## config.mk

```make
export PLATFORM = sky130hd
export DESIGN_NAME = mmdp_scan
export DESIGN_NICKNAME = d
export VERILOG_FILES = /design/src/sv/mmdp_pkg.sv /design/src/sv/mmdp_scan.sv
export SDC_FILE = /design/constraint.sdc
export NUM_CORES = 1
export LEC_CHECK = 0
export BUFFER_PORTS_ARGS = -buffer_cell sky130_fd_sc_hd__buf_4
export CAP_MARGIN = 20
export CORE_MARGIN = 5
export CORE_UTILIZATION = 55
export CTS_CLUSTER_DIAMETER = 60
export DETAILED_ROUTE_END_ITERATION = 6
export PLACE_DENSITY = 0.76
export SYNTH_ARGS = -nofsm -noshare
export SYNTH_HDL_FRONTEND = slang
export SYNTH_SLANG_ARGS = --single-unit
export TNS_END_PERCENT = 30
```

## constraint.sdc

```tcl
create_clock -name clk -period 3.4 [get_ports clk]
set_input_delay 0.17 -clock clk [delete_from_list [all_inputs] [get_ports clk]]
set_output_delay 0.17 -clock clk [all_outputs]
set_load 0.02 [all_outputs]
```

## src/sv/mmdp_pkg.sv

```systemverilog
// Package for the masked minimum-distance position block: sizes, codes and bundle types.
package mmdp_pkg;

  localparam int MAX_POSITIONS = 1024;
  localparam int POS_W = 11;
  localparam int AMOUNT_W = 31;
  localparam int WEIGHT_W = 32;
  localparam int SUM_W = 64;
  localparam int ADDR_W = $clog2(MAX_POSITIONS);
  localparam int FULL_W = $clog2(MAX_POSITIONS + 1);
  // counter width: holds any position field value and the position count itself
  localparam int CNT_W = (POS_W > FULL_W) ? POS_W : FULL_W;
  localparam int PROD_W = CNT_W + 1 + WEIGHT_W;

  typedef enum logic [1:0] {
    OP_ADD   = 2'd0,
    OP_SUB   = 2'd1,
    OP_AVAIL = 2'd2,
    OP_BLOCK = 2'd3
  } op_e;

  typedef enum logic [3:0] {
    ST_CLEAR,
    ST_IDLE,
    ST_READ,
    ST_WRITE,
    ST_RANGE,
    ST_SETUP,
    ST_SCAN,
    ST_DRAIN,
    ST_DONE
  } state_t;

  typedef struct packed {
    op_e                  op;
    logic [POS_W-1:0]     position;
    logic [AMOUNT_W-1:0]  amount;
    logic [POS_W-1:0]     range_low;
    logic [POS_W-1:0]     range_high;
  } req_t;

  typedef struct packed {
    logic [POS_W-1:0] best_position;
    logic             found;
  } res_t;

  typedef struct packed {
    logic                w_we;
    logic                m_we;
    logic [ADDR_W-1:0]   waddr;
    logic [WEIGHT_W-1:0] wdata;
    logic                mdata;
    logic [ADDR_W-1:0]   raddr;
  } store_req_t;

  typedef struct packed {
    logic             init;
    logic             step;
    logic [CNT_W-1:0] pos;
  } scan_ctrl_t;

  typedef struct packed {
    logic             busy;
    logic             found;
    logic [CNT_W-1:0] best_pos;
  } scan_stat_t;

endpackage

```

## src/sv/mmdp_scan.sv

```systemverilog
// Distance accumulator and best-position compare, one position per cycle.
module mmdp_scan (
  input  logic                               clk,
  input  logic                               rst,
  input  mmdp_pkg::scan_ctrl_t               ctrl,
  input  logic [mmdp_pkg::SUM_W-1:0]         moment,
  input  logic [mmdp_pkg::SUM_W-1:0]         total,
  input  logic [mmdp_pkg::WEIGHT_W-1:0]      rd_weight,
  input  logic                               rd_blocked,
  output mmdp_pkg::scan_stat_t               stat
);

  logic                         step_q;
  logic                         cmp_valid;
  logic [mmdp_pkg::CNT_W-1:0]   pos_q1;
  logic [mmdp_pkg::CNT_W-1:0]   pos_q2;
  logic                         blk_q2;
  logic [mmdp_pkg::SUM_W-1:0]   dis;
  logic [mmdp_pkg::SUM_W-1:0]   diff;      // left - right
  logic [mmdp_pkg::SUM_W-1:0]   best_dis;
  logic [mmdp_pkg::CNT_W-1:0]   best_pos;
  logic                         found;
  logic [mmdp_pkg::SUM_W-1:0]   w_twice;
  logic                         better;

  // twice the sign-extended weight
  assign w_twice = {{(mmdp_pkg::SUM_W - mmdp_pkg::WEIGHT_W - 1){rd_weight[mmdp_pkg::WEIGHT_W-1]}},
                    rd_weight, 1'b0};
  assign better = cmp_valid && !blk_q2 && (!found || ($signed(dis) < $signed(best_dis)));

  always_ff @(posedge clk) begin
    if (rst) begin
      step_q    <= 1'b0;
      cmp_valid <= 1'b0;
      found     <= 1'b0;
    end else begin
      step_q    <= ctrl.step;
      cmp_valid <= step_q;
      if (ctrl.init) begin
        found <= 1'b0;
      end else if (better) begin
        found <= 1'b1;
      end
    end
  end

  always_ff @(posedge clk) begin
    pos_q1 <= ctrl.pos;
    if (ctrl.init) begin
      dis      <= moment;
      diff     <= '0 - total;
      best_pos <= '0;
      best_dis <= '0;
    end else begin
      if (step_q) begin
        dis    <= dis + diff;
        diff   <= diff + w_twice;
        pos_q2 <= pos_q1;
        blk_q2 <= rd_blocked;
      end
      if (better) begin
        best_pos <= pos_q2;
        best_dis <= dis;
      end
    end
  end

  assign stat.busy     = step_q | cmp_valid;
  assign stat.found    = found;
  assign stat.best_pos = best_pos;

endmodule

```

==> metrics <==
status complete, but fails checks; failing checks negative setup slack; max-slew violations 0; cell mode on critical path a31oi_2; clock slew at reported path FFs 0.06 ns; hold_sp total[6]; kind of critical path flop to flop; CORE AREA 33500 sq um; critical path endpoint category flop; CP cell instances ha_2, inv_2, fa_2, nor2b_2, o31a_1, o31ai_4, a31oi_2, a311oi_2, a31oi_2, a31oi_4, or3b_4, and4_1, a221o_1; PwrDens 665 nW/um^2; number of DRC markers in iteration 0 1512; die width 195 um; drt drc 0; Final Hold Fails 0; site row count 67; global-route wire length before repair 95200 um; post-layout min period 3.47 ns; Seq/Total Area, Yosys 0.320; Mapped Area 18700 sq um; Initial Utilization 0.558; max-cap violations 0; number of synthesized flops with an enable pin 140; H-tree Lvls 1; CP arrival 3.79 ns; CTS Root Cell clkbuf_16; Vias 19000; filler cell count in the final layout 2464; Final Skew 0.0144 ns; First-pass DRT Iterations 6; setup ws final -0.0700 ns; worst hold path type input pin to flop; RSZ-0062 raised after global routing true; WL/cell 19.3 um; Slowest-stage cell, CP or3b_4; PortBufs 188; final layout net count 3083; R2R depth 13; utilization after layout 0.747; die area 37800 sq um; r2r endpoint diff[63]; CP Data Required Time 3.72 ns; RR Startpoint diff[1]; Seq cells post-synth 229; initial antenna violation count 5; Worst VDD drop 0.000454 V; Synthesis Warnings 0; Cell Count Post-Placement 3030; vias in the first global route 18500; Overflow after GRT 0; total track usage 0.304; Worst path top cell family by delay compound AO/OA/AOI/OAI gates; Top-Level Pins 189; Detailed Route WL 61500 um; post-route ant nets 0; library cells used by synthesis 75; Detail Placement HPWL 45600 um; Synth Flop Type edfxtp_1; crit path launch type flop; layout cell share with drive strength beyond 1 0.234; Crit. path cell count 13; Final GP Congestion 0.955; crit share post-route 1.02; Worst path max stage delay 0.40 ns; Clock Latency Late Sink 0.58 ns; cts bufs inserted 31; maximum clock rate 288 MHz; CTS tree yes; Buf/Inv on CP 1; Worst R2R Setup Slack -0.07 ns; clk buf depth 3; Avg Synthesized Cell Area 8.42 sq um; Mapped Cells 2223; Layout area overhead 33.8%; clk sink count 229; Hold EP diff[6]; final cell count without fillers 3191; Final setup viols 5; largest net degree at the start of global routing 92; Worst Hold Depth 4; CP max FO 3; Static Leakage 10.5 nW; die height 195 um; Rel. slew slack 0.290; crit path launch diff[1]; Vias per Instance 5.95; syn nets 2590; Slew @ Worst Pin 1.06 ns; Synth async-reset ratio 0
worst min-delay path: stages:
cell and delay [ns]:
buf_4 0.12, nand2_1 0.05, nand3_1 0.07, o21ai_0 0.07
how the worst max path moves through the flow:
stage | end | slack [ns]
2_1_floorplan | diff[63] | 0.02
3_3_place_gp | dis[63] | -0.21
3_5_place_dp | diff[57] | -0.38
4_1_cts | diff[63] | -0.02
5_1_grt | diff[63] | -0.18
6_report | diff[63] | -0.07
synth_stat cells (all sizes together), types with 8 or more instances:
cell / number / area, sq um
a211oi: 17 / 128
o21bai: 23 / 173
nand4: 35 / 219
or4: 11 / 90.1
o211ai: 13 / 97.6
xnor2: 102 / 893
buf: 19 / 97.6
a21boi: 8 / 60.1
edfxtp: 140 / 4200
a21oi: 178 / 891
clkbuf: 79 / 297
xor2: 59 / 517
dfxtp: 89 / 1780
nor3: 43 / 215
nand2: 355 / 1330
nor2: 101 / 397
a41oi: 8 / 70.1
nand3: 37 / 185
ha: 189 / 2360
nor4: 19 / 140
o21a: 13 / 97.6
and2: 9 / 56.3
or3: 21 / 131
a31oi: 27 / 169
nor2b: 23 / 144
and3: 17 / 106
or2: 10 / 62.6
a21o: 93 / 698
mux2i: 77 / 771
o21ai: 191 / 956
inv: 103 / 387
nand2b: 18 / 113
a221o: 8 / 80.1
o31ai: 15 / 113
power breakdown:
part	internal (mW)	switching, mW
combinational	4.41	5.06
sequential	3.61	0.404
clock	1.85	1.32
total	9.88	6.79
flip-flops by register name, summed over array words and instances, names as in the netlist:
name       flops
dis           64
pos_q1        11
found          1
step_q         1
best_dis      64
blk_q2         1
cmp_valid      1
pos_q2        11
best_pos      11
diff          64
timing repair:
action	4_1_cts	5_1_grt
setup endpoints to repair	126	121
hold buffers	84	1
gates resized for setup	45	91
setup buffers	0	15
gates cloned	0	3
endpoints found under the hold margin	85	1
pin swaps	12	53
layer usage:
layer | track usage | share of wire | routed length [um] | vias to the layer above
li1 | - | - | - | 9095
met1 | 0.402 | 0.42 | 25800 | 8945
met2 | 0.510 | 0.47 | 28700 | 774
met3 | 0.0577 | 0.076 | 4700 | 161
met4 | 0.0862 | 0.037 | 2250 | 8
met5 | 0 | 0.00078 | 48 | -
cells by family after synthesis:
logic type      count (synthesis)  synth area share
xor+xnor                      161            0.0753
simple gates                  715             0.178
fa+ha+maj                     191             0.128
flops                         229             0.320
mux                            83            0.0448
compound gates                642             0.212
buf+inv                       202            0.0419
layout make-up:
class / count / area [sq um] / share of cell area
diodes: 2 / 5.00 / 0.000200
clock buffers: 42 / 900 / 0.0359
clock inverters: 16 / 98.8 / 0.00395
inverters: 104 / 393 / 0.0157
multi-input cells: 1792 / 12500 / 0.500
flip-flops and latches: 229 / 5990 / 0.239
well taps: 448 / 561 / 0.0224
repair buffers: 558 / 4600 / 0.183
layout by cell type (no fill, tap or decap), types with 9 or more instances in the layout:
master and instances:
buf_4 452, dfxtp_1 89, mux2i_1 74, nor2_1 95
a21o_1 93, a21oi_1 165, ha_1 184, dlygate4sd3_1 85
a211oi_1 11, or2_2 9, nand2b_1 16, o21a_1 13
xor2_1 59, nand2_1 355, buf_6 9, a21oi_2 10
xnor2_1 99, o21bai_1 23, nor4_1 16, inv_1 102
and3_1 16, o31ai_1 9, nor3_1 38, nand4_1 35
a31oi_1 21, edfxtp_1 140, nor2b_1 22, o21ai_0 169
clkbuf_16 36, o21ai_1 13, o211ai_1 13, nand3_1 36
or3_1 20
per-stage QoR:
stage / hold WS, ns / area, sq um / total power, mW / setup WS, ns / setup TNS, ns
after detailed placement: 0.276 / 22400 / 12.6 / -0.380 / -21.04
after CTS: 0.00104 / 24500 / 16.0 / -0.0219 / -0.0371
final: 0.0192 / 25100 / 16.7 / -0.0700 / -0.153
after global placement: 0.275 / 22400 / 12.4 / -0.209 / -13.92
after floorplan: 0.198 / 18700 / 9.34 / 0.0157 / 0
after global routing: 0.0244 / 25100 / 17.7 / -0.175 / -4.75
Power figures use the tool's default switching activity.
